## src/hw/rtl/bocu1_pkg.sv

```systemverilog
`timescale 1ns / 1ps
// bocu1_pkg: shared types, constants and helper functions of the bocu-1 decoder
// no dependencies; used by every module of the decoder
package bocu1_pkg;

   // widths
   localparam int BYTE_W  = 8;
   localparam int CP_W    = 21;
   localparam int STAT_W  = 2;
   localparam int DIFF_W  = 25;   // signed difference, magnitude below 2^24
   localparam int SUM_W   = DIFF_W + 1;

   localparam int QUEUE_DEPTH = 4;

   // result status codes
   localparam logic [STAT_W-1:0] STATUS_CP  = 2'd0;
   localparam logic [STAT_W-1:0] STATUS_EOT = 2'd1;
   localparam logic [STAT_W-1:0] STATUS_ERR = 2'd2;

   // scheme constants
   localparam logic [CP_W-1:0] ASCII_BASE = 21'h40;
   localparam logic [CP_W-1:0] MAX_SCALAR = 21'h10FFFF;

   localparam logic [BYTE_W-1:0] SPACE_BYTE = 8'h20;
   localparam logic [BYTE_W-1:0] RESET_BYTE = 8'hFF;
   localparam logic [BYTE_W-1:0] MID_BYTE   = 8'h90;
   localparam logic [BYTE_W-1:0] MIN_LEAD   = 8'h21;
   localparam logic [BYTE_W-1:0] POS2_LEAD  = 8'hD0;
   localparam logic [BYTE_W-1:0] POS3_LEAD  = 8'hFB;
   localparam logic [BYTE_W-1:0] POS4_LEAD  = 8'hFE;
   localparam logic [BYTE_W-1:0] NEG2_LEAD  = 8'h50;
   localparam logic [BYTE_W-1:0] NEG3_LEAD  = 8'h25;
   localparam logic [BYTE_W-1:0] TRAIL_OFS  = 8'h0D;

   localparam int TRAIL_RADIX  = 243;
   localparam int TRAIL_RADIX2 = TRAIL_RADIX * TRAIL_RADIX;
   localparam int TRAIL_RADIX3 = TRAIL_RADIX2 * TRAIL_RADIX;
   localparam int POS_REACH1   = 63;
   localparam int NEG_REACH1   = -64;
   localparam int POS_REACH2   = 10512;
   localparam int NEG_REACH2   = -10513;
   localparam int POS_REACH3   = 187659;
   localparam int NEG_REACH3   = -187660;

   // operations handed from the front to the back
   typedef enum logic [2:0] {
      OP_CHAR,   // pass a control code or space through
      OP_EOT,    // end of text
      OP_ERR,    // decode error
      OP_DIFF,   // add a difference to the base
      OP_BASE    // reset the base, no result
   } op_type;

   typedef struct packed {
      op_type                   op;
      logic signed [DIFF_W-1:0] arg;   // difference, or the byte for pass-through
      logic                     clr;   // reset the base after this transaction
   } entry_type;

   typedef struct packed {
      logic full;
      logic not_empty;
   } queue_status_type;

   typedef struct packed {
      logic             ok;
      logic [BYTE_W-1:0] val;
   } trail_type;

   // trail value of a trail byte; control codes map through a sparse table
   function automatic trail_type trail_value(input logic [BYTE_W-1:0] b);
      trail_type r;
      r.ok  = 1'b1;
      r.val = b - TRAIL_OFS;
      if (b <= SPACE_BYTE) begin
         case (b) inside
            [8'h01:8'h06]: r.val = b - 8'd1;
            [8'h10:8'h19]: r.val = b - 8'd10;
            [8'h1C:8'h1F]: r.val = b - 8'd12;
            default: begin
               r.ok  = 1'b0;
               r.val = '0;
            end
         endcase
      end
      return r;
   endfunction

   // base for the next character, from the one just decoded
   function automatic logic [CP_W-1:0] next_base(input logic [CP_W-1:0] c);
      logic [CP_W-1:0] r;
      if (c >= 21'h3040 && c <= 21'h309F) begin
         r = 21'h3070;
      end else if (c >= 21'h4E00 && c <= 21'h9FA5) begin
         r = CP_W'(32'h4E00 - NEG_REACH2);
      end else if (c >= 21'hAC00 && c <= 21'hD7A3) begin
         r = CP_W'((32'hD7A3 + 32'hAC00) / 2);
      end else begin
         r = {c[CP_W-1:7], 7'd0} + ASCII_BASE;
      end
      return r;
   endfunction

endpackage

```

## src/hw/rtl/bocu1_front.sv

```systemverilog
`timescale 1ns / 1ps
// bocu1_front: takes encoded bytes, tracks trail count and partial difference
// depends on bocu1_pkg
module bocu1_front (
   input  logic                          clock,
   input  logic                          reset,
   input  logic                          accept,
   input  logic [bocu1_pkg::BYTE_W-1:0]  code_byte,
   input  logic                          last_of_text,
   output logic                          push,
   output bocu1_pkg::entry_type          entry
);

   localparam int DW = bocu1_pkg::DIFF_W;

   logic [1:0]           trail_ff, trail_in;
   logic signed [DW-1:0] diff_ff, diff_in;

   bocu1_pkg::trail_type tv;
   logic [DW-1:0]        b_ext, t_ext;

   assign tv    = bocu1_pkg::trail_value(code_byte);
   assign b_ext = DW'(code_byte);
   assign t_ext = DW'(tv.val);

   always_comb begin
      push      = 1'b0;
      entry.op  = bocu1_pkg::OP_BASE;
      entry.arg = '0;
      entry.clr = last_of_text;
      trail_in  = trail_ff;
      diff_in   = diff_ff;
      if (accept) begin
         if (trail_ff == 2'd0) begin
            if (code_byte == '0) begin
               push     = 1'b1;
               entry.op = bocu1_pkg::OP_EOT;
            end else if (code_byte <= bocu1_pkg::SPACE_BYTE) begin
               push      = 1'b1;
               entry.op  = bocu1_pkg::OP_CHAR;
               entry.arg = b_ext;
               entry.clr = (code_byte != bocu1_pkg::SPACE_BYTE) || last_of_text;
            end else if (code_byte >= bocu1_pkg::NEG2_LEAD &&
                         code_byte <  bocu1_pkg::POS2_LEAD) begin
               push      = 1'b1;
               entry.op  = bocu1_pkg::OP_DIFF;
               entry.arg = b_ext - DW'(bocu1_pkg::MID_BYTE);
            end else if (code_byte == bocu1_pkg::RESET_BYTE) begin
               push      = 1'b1;
               entry.op  = bocu1_pkg::OP_BASE;
               entry.clr = 1'b1;
            end else if (code_byte >= bocu1_pkg::POS3_LEAD + 8'd3) begin
               // four-byte positive lead
               diff_in  = DW'(bocu1_pkg::POS_REACH3 + 1);
               trail_in = 2'd3;
            end else if (code_byte >= bocu1_pkg::POS3_LEAD) begin
               diff_in  = DW'((b_ext - DW'(bocu1_pkg::POS3_LEAD))
                              * DW'(bocu1_pkg::TRAIL_RADIX2))
                          + DW'(bocu1_pkg::POS_REACH2 + 1);
               trail_in = 2'd2;
            end else if (code_byte >= bocu1_pkg::POS2_LEAD) begin
               diff_in  = DW'((b_ext - DW'(bocu1_pkg::POS2_LEAD))
                              * DW'(bocu1_pkg::TRAIL_RADIX))
                          + DW'(bocu1_pkg::POS_REACH1 + 1);
               trail_in = 2'd1;
            end else if (code_byte >= bocu1_pkg::NEG3_LEAD) begin
               diff_in  = DW'((b_ext - DW'(bocu1_pkg::NEG2_LEAD))
                              * DW'(bocu1_pkg::TRAIL_RADIX))
                          + DW'(bocu1_pkg::NEG_REACH1);
               trail_in = 2'd1;
            end else if (code_byte > bocu1_pkg::MIN_LEAD) begin
               diff_in  = DW'((b_ext - DW'(bocu1_pkg::NEG3_LEAD))
                              * DW'(bocu1_pkg::TRAIL_RADIX2))
                          + DW'(bocu1_pkg::NEG_REACH2);
               trail_in = 2'd2;
            end else begin
               // four-byte negative lead
               diff_in  = DW'(bocu1_pkg::NEG_REACH3 - bocu1_pkg::TRAIL_RADIX3);
               trail_in = 2'd3;
            end
         end else if (!tv.ok) begin
            push     = 1'b1;
            entry.op = bocu1_pkg::OP_ERR;
            trail_in = 2'd0;
            diff_in  = '0;
         end else if (trail_ff == 2'd1) begin
            push      = 1'b1;
            entry.op  = bocu1_pkg::OP_DIFF;
            entry.arg = diff_ff + t_ext;
            trail_in  = 2'd0;
            diff_in   = '0;
         end else if (trail_ff == 2'd2) begin
            diff_in  = diff_ff + DW'(t_ext * DW'(bocu1_pkg::TRAIL_RADIX));
            trail_in = 2'd1;
         end else begin
            diff_in  = diff_ff + DW'(t_ext * DW'(bocu1_pkg::TRAIL_RADIX2));
            trail_in = 2'd2;
         end
         // end of buffer: drop partial state, back resets its base
         if (last_of_text) begin
            trail_in = 2'd0;
            diff_in  = '0;
            if (!push) begin
               push      = 1'b1;
               entry.op  = bocu1_pkg::OP_BASE;
               entry.clr = 1'b1;
            end
         end
      end
   end

   always_ff @(posedge clock) begin
      if (reset) begin
         trail_ff <= 2'd0;
         diff_ff  <= '0;
      end else begin
         trail_ff <= trail_in;
         diff_ff  <= diff_in;
      end
   end

`ifndef SYNTHESIS
   // no partial difference survives outside a multi-byte sequence
   assert property (@(posedge clock) disable iff (reset)
      trail_ff == 2'd0 |-> diff_ff == '0)
      else $error("partial difference left over");
   // a final trail byte always produces a queue entry
   assert property (@(posedge clock) disable iff (reset)
      accept && trail_ff == 2'd1 |-> push)
      else $error("final trail byte produced no entry");
`endif

endmodule

```

## src/hw/rtl/bocu1_queue.sv

```systemverilog
`timescale 1ns / 1ps
// bocu1_queue: small register queue between the front and the back
// depends on bocu1_pkg
module bocu1_queue #(
   parameter int DEPTH = bocu1_pkg::QUEUE_DEPTH
) (
   input  logic                           clock,
   input  logic                           reset,
   input  logic                           push,
   input  bocu1_pkg::entry_type           push_entry,
   input  logic                           pop,
   output bocu1_pkg::entry_type           head,
   output bocu1_pkg::queue_status_type    status
);

   localparam int PTR_W = (DEPTH > 1) ? $clog2(DEPTH) : 1;
   localparam int CNT_W = $clog2(DEPTH + 1);

   bocu1_pkg::entry_type mem_ff [DEPTH];
   logic [PTR_W-1:0]     wr_ptr_ff, wr_ptr_in, rd_ptr_ff, rd_ptr_in;
   logic [CNT_W-1:0]     count_ff, count_in;

   function automatic logic [PTR_W-1:0] ptr_next(input logic [PTR_W-1:0] p);
      logic [PTR_W-1:0] r;
      r = (p == PTR_W'(DEPTH - 1)) ? '0 : p + 1'b1;
      return r;
   endfunction

   assign head             = mem_ff[rd_ptr_ff];
   assign status.full      = (count_ff == CNT_W'(DEPTH));
   assign status.not_empty = (count_ff != '0);

   always_comb begin
      wr_ptr_in = push ? ptr_next(wr_ptr_ff) : wr_ptr_ff;
      rd_ptr_in = pop  ? ptr_next(rd_ptr_ff) : rd_ptr_ff;
      count_in  = count_ff;
      if (push && !pop) begin
         count_in = count_ff + 1'b1;
      end else if (pop && !push) begin
         count_in = count_ff - 1'b1;
      end
   end

   always_ff @(posedge clock) begin
      if (reset) begin
         wr_ptr_ff <= '0;
         rd_ptr_ff <= '0;
         count_ff  <= '0;
      end else begin
         wr_ptr_ff <= wr_ptr_in;
         rd_ptr_ff <= rd_ptr_in;
         count_ff  <= count_in;
      end
   end

   always_ff @(posedge clock) begin
      if (push) begin
         mem_ff[wr_ptr_ff] <= push_entry;
      end
   end

`ifndef SYNTHESIS
   assert property (@(posedge clock) disable iff (reset)
      !(push && status.full))
      else $error("push into full queue");
   assert property (@(posedge clock) disable iff (reset)
      !(pop && !status.not_empty))
      else $error("pop from empty queue");
`endif

endmodule

```

## src/hw/rtl/bocu1_back.sv

```systemverilog
`timescale 1ns / 1ps
// bocu1_back: applies queued operations to the base and registers the result
// depends on bocu1_pkg
module bocu1_back (
   input  logic                           clock,
   input  logic                           reset,
   input  bocu1_pkg::entry_type           head,
   input  bocu1_pkg::queue_status_type    q_status,
   output logic                           pop,
   output logic                           rsp_valid,
   input  logic                           rsp_stall,
   output logic [bocu1_pkg::CP_W-1:0]     rsp_code_point,
   output logic [bocu1_pkg::STAT_W-1:0]   rsp_status
);

   localparam int CW = bocu1_pkg::CP_W;
   localparam int SW = bocu1_pkg::SUM_W;

   logic [CW-1:0]                  base_ff, base_in;
   logic                           valid_ff, valid_in;
   logic [CW-1:0]                  cp_ff, cp_in;
   logic [bocu1_pkg::STAT_W-1:0]   stat_ff, stat_in;
   logic                           out_free, bad;
   logic [SW-1:0]                  sum;

   assign out_free = !valid_ff || !rsp_stall;
   assign pop      = q_status.not_empty && out_free;

   // base plus signed difference, one bit wider to see the sign
   assign sum = SW'(base_ff) + {head.arg[bocu1_pkg::DIFF_W-1], head.arg};
   assign bad = sum[SW-1] || (sum[SW-2:0] > (SW-1)'(bocu1_pkg::MAX_SCALAR));

   always_comb begin
      base_in  = base_ff;
      valid_in = valid_ff;
      cp_in    = cp_ff;
      stat_in  = stat_ff;
      if (out_free) begin
         valid_in = 1'b0;
      end
      if (pop) begin
         unique case (head.op)
            bocu1_pkg::OP_CHAR: begin
               valid_in = 1'b1;
               cp_in    = CW'(head.arg[bocu1_pkg::BYTE_W-1:0]);
               stat_in  = bocu1_pkg::STATUS_CP;
               if (head.clr) begin
                  base_in = bocu1_pkg::ASCII_BASE;
               end
            end
            bocu1_pkg::OP_EOT: begin
               valid_in = 1'b1;
               cp_in    = '0;
               stat_in  = bocu1_pkg::STATUS_EOT;
               base_in  = bocu1_pkg::ASCII_BASE;
            end
            bocu1_pkg::OP_ERR: begin
               valid_in = 1'b1;
               cp_in    = '0;
               stat_in  = bocu1_pkg::STATUS_ERR;
               base_in  = bocu1_pkg::ASCII_BASE;
            end
            bocu1_pkg::OP_DIFF: begin
               valid_in = 1'b1;
               if (bad) begin
                  cp_in   = '0;
                  stat_in = bocu1_pkg::STATUS_ERR;
                  base_in = bocu1_pkg::ASCII_BASE;
               end else begin
                  cp_in   = sum[CW-1:0];
                  stat_in = bocu1_pkg::STATUS_CP;
                  base_in = head.clr ? bocu1_pkg::ASCII_BASE
                                     : bocu1_pkg::next_base(sum[CW-1:0]);
               end
            end
            default: begin
               base_in = bocu1_pkg::ASCII_BASE;
            end
         endcase
      end
   end

   always_ff @(posedge clock) begin
      if (reset) begin
         base_ff  <= bocu1_pkg::ASCII_BASE;
         valid_ff <= 1'b0;
      end else begin
         base_ff  <= base_in;
         valid_ff <= valid_in;
      end
   end

   always_ff @(posedge clock) begin
      cp_ff   <= cp_in;
      stat_ff <= stat_in;
   end

   assign rsp_valid      = valid_ff;
   assign rsp_code_point = cp_ff;
   assign rsp_status     = stat_ff;

`ifndef SYNTHESIS
   // anything but a code point carries a zero value
   assert property (@(posedge clock) disable iff (reset)
      valid_ff && stat_ff != bocu1_pkg::STATUS_CP |-> cp_ff == '0)
      else $error("non-character result with nonzero value");
   // a code point result never leaves the unicode range
   assert property (@(posedge clock) disable iff (reset)
      valid_ff && stat_ff == bocu1_pkg::STATUS_CP |-> cp_ff <= bocu1_pkg::MAX_SCALAR)
      else $error("code point out of range");
`endif

endmodule

```

## src/hw/rtl/bocu1_stream_decoder_unit.sv

```systemverilog
`timescale 1ns / 1ps
// bocu1_stream_decoder_unit: top level of the bocu-1 byte stream decoder
// depends on bocu1_pkg, bocu1_front, bocu1_queue, bocu1_back
//
//   channel | dir | handshake            | payload
//   --------+-----+----------------------+------------------------------------
//   req     | in  | req_valid/req_stall  | req_code_byte, req_last_of_text
//   rsp     | out | rsp_valid/rsp_stall  | rsp_code_point, rsp_status
//
// one byte per cycle sustained while req_stall is low; a transaction that yields a result
// is written to the queue when accepted, then popped by the back, which updates the
// base and registers the result for rsp; older entries or rsp_stall can keep it in the queue
// the base update (add, range compare, next-base select) is the feedback loop through the base register
// synchronous active-high reset clears trail count, difference and queue and sets the base to ASCII_BASE
// req_stall rises only when the queue is full, i.e. when rsp has been stalled
module bocu1_stream_decoder_unit #(
   parameter int QUEUE_DEPTH = bocu1_pkg::QUEUE_DEPTH
) (
   input  logic                           clock,
   input  logic                           reset,
   input  logic                           req_valid,
   output logic                           req_stall,
   input  logic [bocu1_pkg::BYTE_W-1:0]   req_code_byte,
   input  logic                           req_last_of_text,
   output logic                           rsp_valid,
   input  logic                           rsp_stall,
   output logic [bocu1_pkg::CP_W-1:0]     rsp_code_point,
   output logic [bocu1_pkg::STAT_W-1:0]   rsp_status
);

   logic                          accept;
   logic                          push;
   logic                          pop;
   bocu1_pkg::entry_type          push_entry;
   bocu1_pkg::entry_type          head;
   bocu1_pkg::queue_status_type   q_status;

   // stall straight from the queue fill level, never from req_valid
   assign req_stall = q_status.full;
   assign accept    = req_valid && !req_stall;

   // front: classifies each byte and folds trail bytes into the difference
   bocu1_front u_front (
      .clock        (clock),
      .reset        (reset),
      .accept       (accept),
      .code_byte    (req_code_byte),
      .last_of_text (req_last_of_text),
      .push         (push),
      .entry        (push_entry)
   );

   // queue: lets the front keep taking transactions while rsp is stalled
   bocu1_queue #(
      .DEPTH (QUEUE_DEPTH)
   ) u_queue (
      .clock      (clock),
      .reset      (reset),
      .push       (push),
      .push_entry (push_entry),
      .pop        (pop),
      .head       (head),
      .status     (q_status)
   );

   // back: owns the base code point and the output register
   bocu1_back u_back (
      .clock          (clock),
      .reset          (reset),
      .head           (head),
      .q_status       (q_status),
      .pop            (pop),
      .rsp_valid      (rsp_valid),
      .rsp_stall      (rsp_stall),
      .rsp_code_point (rsp_code_point),
      .rsp_status     (rsp_status)
   );

endmodule

```

## config.mk

```make
export PLATFORM = sky130hd
export DESIGN_NAME = bocu1_stream_decoder_unit
export DESIGN_NICKNAME = d
export VERILOG_FILES = /design/src/hw/rtl/bocu1_pkg.sv /design/src/hw/rtl/bocu1_front.sv /design/src/hw/rtl/bocu1_queue.sv /design/src/hw/rtl/bocu1_back.sv /design/src/hw/rtl/bocu1_stream_decoder_unit.sv
export SDC_FILE = /design/constraint.sdc
export NUM_CORES = 1
export LEC_CHECK = 0
export BUFFER_PORTS_ARGS = -buffer_cell sky130_fd_sc_hd__buf_4
export CAP_MARGIN = 40
export CORE_MARGIN = 2
export CORE_UTILIZATION = 66
export CTS_CLUSTER_SIZE = 25
export DETAILED_ROUTE_END_ITERATION = 8
export PLACE_DENSITY = 0.83
export SLEW_MARGIN = 30
export SYNTH_ARGS = -nofsm -noshare
export SYNTH_HDL_FRONTEND = slang
export SYNTH_SLANG_ARGS = --single-unit
```

## constraint.sdc

```tcl
create_clock -name clock -period 13.3 [get_ports clock]
set_clock_uncertainty 0.05 [all_clocks]
set_input_delay 0.665 -clock clock [delete_from_list [all_inputs] [get_ports clock]]
set_output_delay 0.665 -clock clock [all_outputs]
set_load 0.02 [all_outputs]
```

==> impl_results.md <==
- Die Area: 41,500 sq um
- Num ports: 38
- CP required: 13,610 ps
- IO Port Bufs: 37
- Max-Cap Viols: 0
- FF+latch count, synth: just under 200
- Chip Width: 204 um
- Post-synthesis sequential area ratio: 0.200
- Initial Util: 0.666
- FMAX: slightly below 100 MHz
- Area Growth Syn to Fin: 5.87%
- Inserted Clock Buffers: 17
- Slew Limit Headroom: 0.413
- Worst setup EP type: flip-flop
- Synth async-reset ratio: 0
- Global-route wire length before repair: 115,000 um
- Die H: a little over 200 um
- Final hold vios: 0
- Post_cts resized: 0
- Hold Path Depth: 3
- CP arrival: 10,680 ps
- Yosys top cell by area: ha_1
- Share of cells above drive strength 1: 0.0617
- Worst Reg-to-Reg Cells: 12
- EDFF count, synth: between 100 and 150
- Max clock buf depth: 2
- Detailed placement HPWL: 59,100 um
- Worst R2R End: u_back.base_ff[11]
- TritonRoute pass-1 iters: 5
- Overflow after GRT: 0
- Drt total wl: slightly above 70,000 um
- Hold path endpoint: u_back.rsp_valid
- Critical path class: input port to flip-flop
- Largest cells by area after synthesis: ha_1, edfxtp_1, fa_1
- Total track usage: 0.355
- Final Cycle Share: 0.780
- Hold_sp: rsp_stall
- Sum Neg Setup Slack: 0 ps
- Clk Latency, worst-skew pair: 450 ps
- Final setup viols: 0
- Vias in the first global route: ~22,000
- Run status: finished, final reports clean
- RSZ-0062 raised after global routing: false
- Worst hold path type: input port to flip-flop
- Root Buffer: clkbuf_16
- CP max stage cell: a2111oi_0
- Worst stage delay on the critical path: 630 ps
- Syn_nets: 3,456
- Clk pin slew, worst setup/hold paths: 80 ps
- Startpoint Class: input port
- 1st-iter DRT viols: 1,658
- Routability cong.: between 1 and 1.5
- DR WL/cell: 21.4 um
- Number of routed nets with antenna violations: 0
- # fillers: ~3,100
- Clk sinks: 194
- Mean Syn Cell Area: 9.34 sq um
- Initial antenna violation count: 0
- Synth Instances: 2,822
- Core area: approximately 40,000 sq um
- Final min period: about 10,000 ps
- CTS H-Tree Depth: 4
- Post-CTS setup buffer count: 0
- Worst reg-to-reg setup slack: about 8000 ps
- Pin count of the biggest net entering global routing: 36
- Yosys warns: 0
- Synth Cell Area: 26,300 sq um
- Drc violations: 0
- Fin nets: between 3,000 and 4,000
- Count of pins over their slew limit: 0
- Top-area cell type share of the netlist area: 0.203
- Slew @ Worst Pin: a little under 900 ps
- CTS tree: yes
- CP most frequent cell: ha_1
- # rows: 73
- Top_reg_cell synth: edfxtp_1
- Cts hold-fix bufs: 0
- Vias per inst: between 6 and 7
- Synth cell types: between 80 and 90
- Worst-path maximum fanout: 21
- Via Count: between 20,000 and 25,000
## critical path, delay by kind of cell
| family | cells | cell delay [ps] |
|---|---|---|
| AO/OA/AOI/OAI | 14 | 3280 |
| XOR/XNOR | 1 | 230 |
| adder cells (fa/ha/maj) | 8 | 2950 |
| buffers and inverters | 8 | 1420 |
| AND/OR/NAND/NOR | 9 | 2110 |
## synthesized netlist by cell type (25+ instances only)
cell        n
edfxtp_1  139
a21o_1     37
nand3_1    46
mux4_2     25
clkbuf_1   63
inv_1     329
xnor2_1   154
fa_1      194
o21a_1     34
nor2_1    205
dfxtp_1    55
o21ai_0   162
xor2_1     72
nand2_1   160
a21oi_1   189
ha_1      427
nor3_1     57
nor2b_1    31
## flip-flops by register name, indices dropped and copies added (netlist names), named ones only
signal and count:
u_queue.wr_ptr_ff 2, u_front.trail_ff 2, u_back.rsp_code_point 21, u_back.base_ff 18, u_front.diff_ff 25, u_queue.count_ff 3, u_back.rsp_valid 1, u_queue.mem_ff 116
u_queue.rd_ptr_ff 2, u_back.rsp_status 2
## cell type report
class,count,area [sq um],share of cell area
clock inverters,13,141,0.00507
inverters,332,1250,0.0447
clock buffers,19,443,0.0159
flip-flops and latches,194,5280,0.189
diodes,1,2.50,0.0000897
well taps,525,657,0.0235
repair buffers,77,574,0.0206
multi-input cells,2218,19600,0.701
## metal layers
metal  wire length (um)  vias up  GRT usage
met5                  0        -          0
met4               4130        0      0.190
met3               4500      207     0.0451
met2              35200      822      0.611
met1              28600    10500      0.436
li1                   -    10000          -
## worst max-delay path by stage
stage	end	slack (ps)	cells past startpoint	from
after floorplan	u_front.diff_ff[24]	3620	37	req_code_byte[1]
after global placement	u_front.diff_ff[22]	2900	37	req_code_byte[0]
after detailed placement	u_front.diff_ff[24]	2720	39	req_code_byte[0]
after CTS	u_front.diff_ff[24]	3110	39	req_code_byte[0]
after global routing	u_front.diff_ff[24]	2290	40	req_code_byte[0]
final	u_front.diff_ff[24]	2930	40	req_code_byte[0]
## kinds of logic (layout without fill, tap and decap cells)
logic type / count (synthesis) / in the layout / share of synthesized area
other cells: 0 / 1 / 0
buf+inv: 410 / 441 / 0.0589
simple gates: 644 / 644 / 0.116
mux: 45 / 45 / 0.0317
fa+ha+maj: 622 / 622 / 0.351
compound gates: 679 / 679 / 0.166
flops: 194 / 194 / 0.200
xor+xnor: 228 / 228 / 0.0766
## per-stage QoR
stage / std cells / area [sq um] / utilization / setup slack, ps / hold slack, ps
global placement: 3336 / 27200 / 0.688 / 2900 / 388
detailed placement: 3341 / 27300 / 0.690 / 2720 / 401
finish: 3379 / 27900 / 0.705 / 2930 / 403
floorplan: 2822 / 26300 / - / 3620 / 377
global route: 3378 / 27900 / 0.705 / 2290 / 401
CTS: 3373 / 27900 / 0.704 / 3110 / 392
## layout by cell type, fill, tap and decap left out, types with 9 or more instances in the layout
cell type,netlist,routed
and3_1,19,19
o21a_1,34,34
clkbuf_16,0,17
a2111oi_0,10,9
o211ai_1,18,18
and2_1,24,24
or3_1,16,16
edfxtp_1,139,139
ha_1,427,427
nand2_1,160,160
inv_1,329,329
xnor2_1,154,153
o21bai_1,14,14
nor3_1,57,57
nand2b_1,21,21
dfxtp_1,55,54
nand3_1,46,46
o31ai_1,12,12
fa_1,194,194
mux2i_1,11,11
o21ai_0,162,162
nor2_1,205,203
o22ai_1,9,9
mux4_2,25,25
a21boi_0,12,12
buf_4,0,71
a22oi_1,17,17
a211o_1,9,9
a211oi_1,17,17
nor2b_1,31,31
a21o_1,37,37
nand4_1,14,14
or2_2,16,16
xor2_1,72,71
o221ai_1,11,11
a221oi_1,9,9
a31oi_1,22,22
a21oi_1,189,189
Power is left out: the tool's default activity adds up to more than one toggle a clock period on the data nets, which glitch-free logic cannot reach.
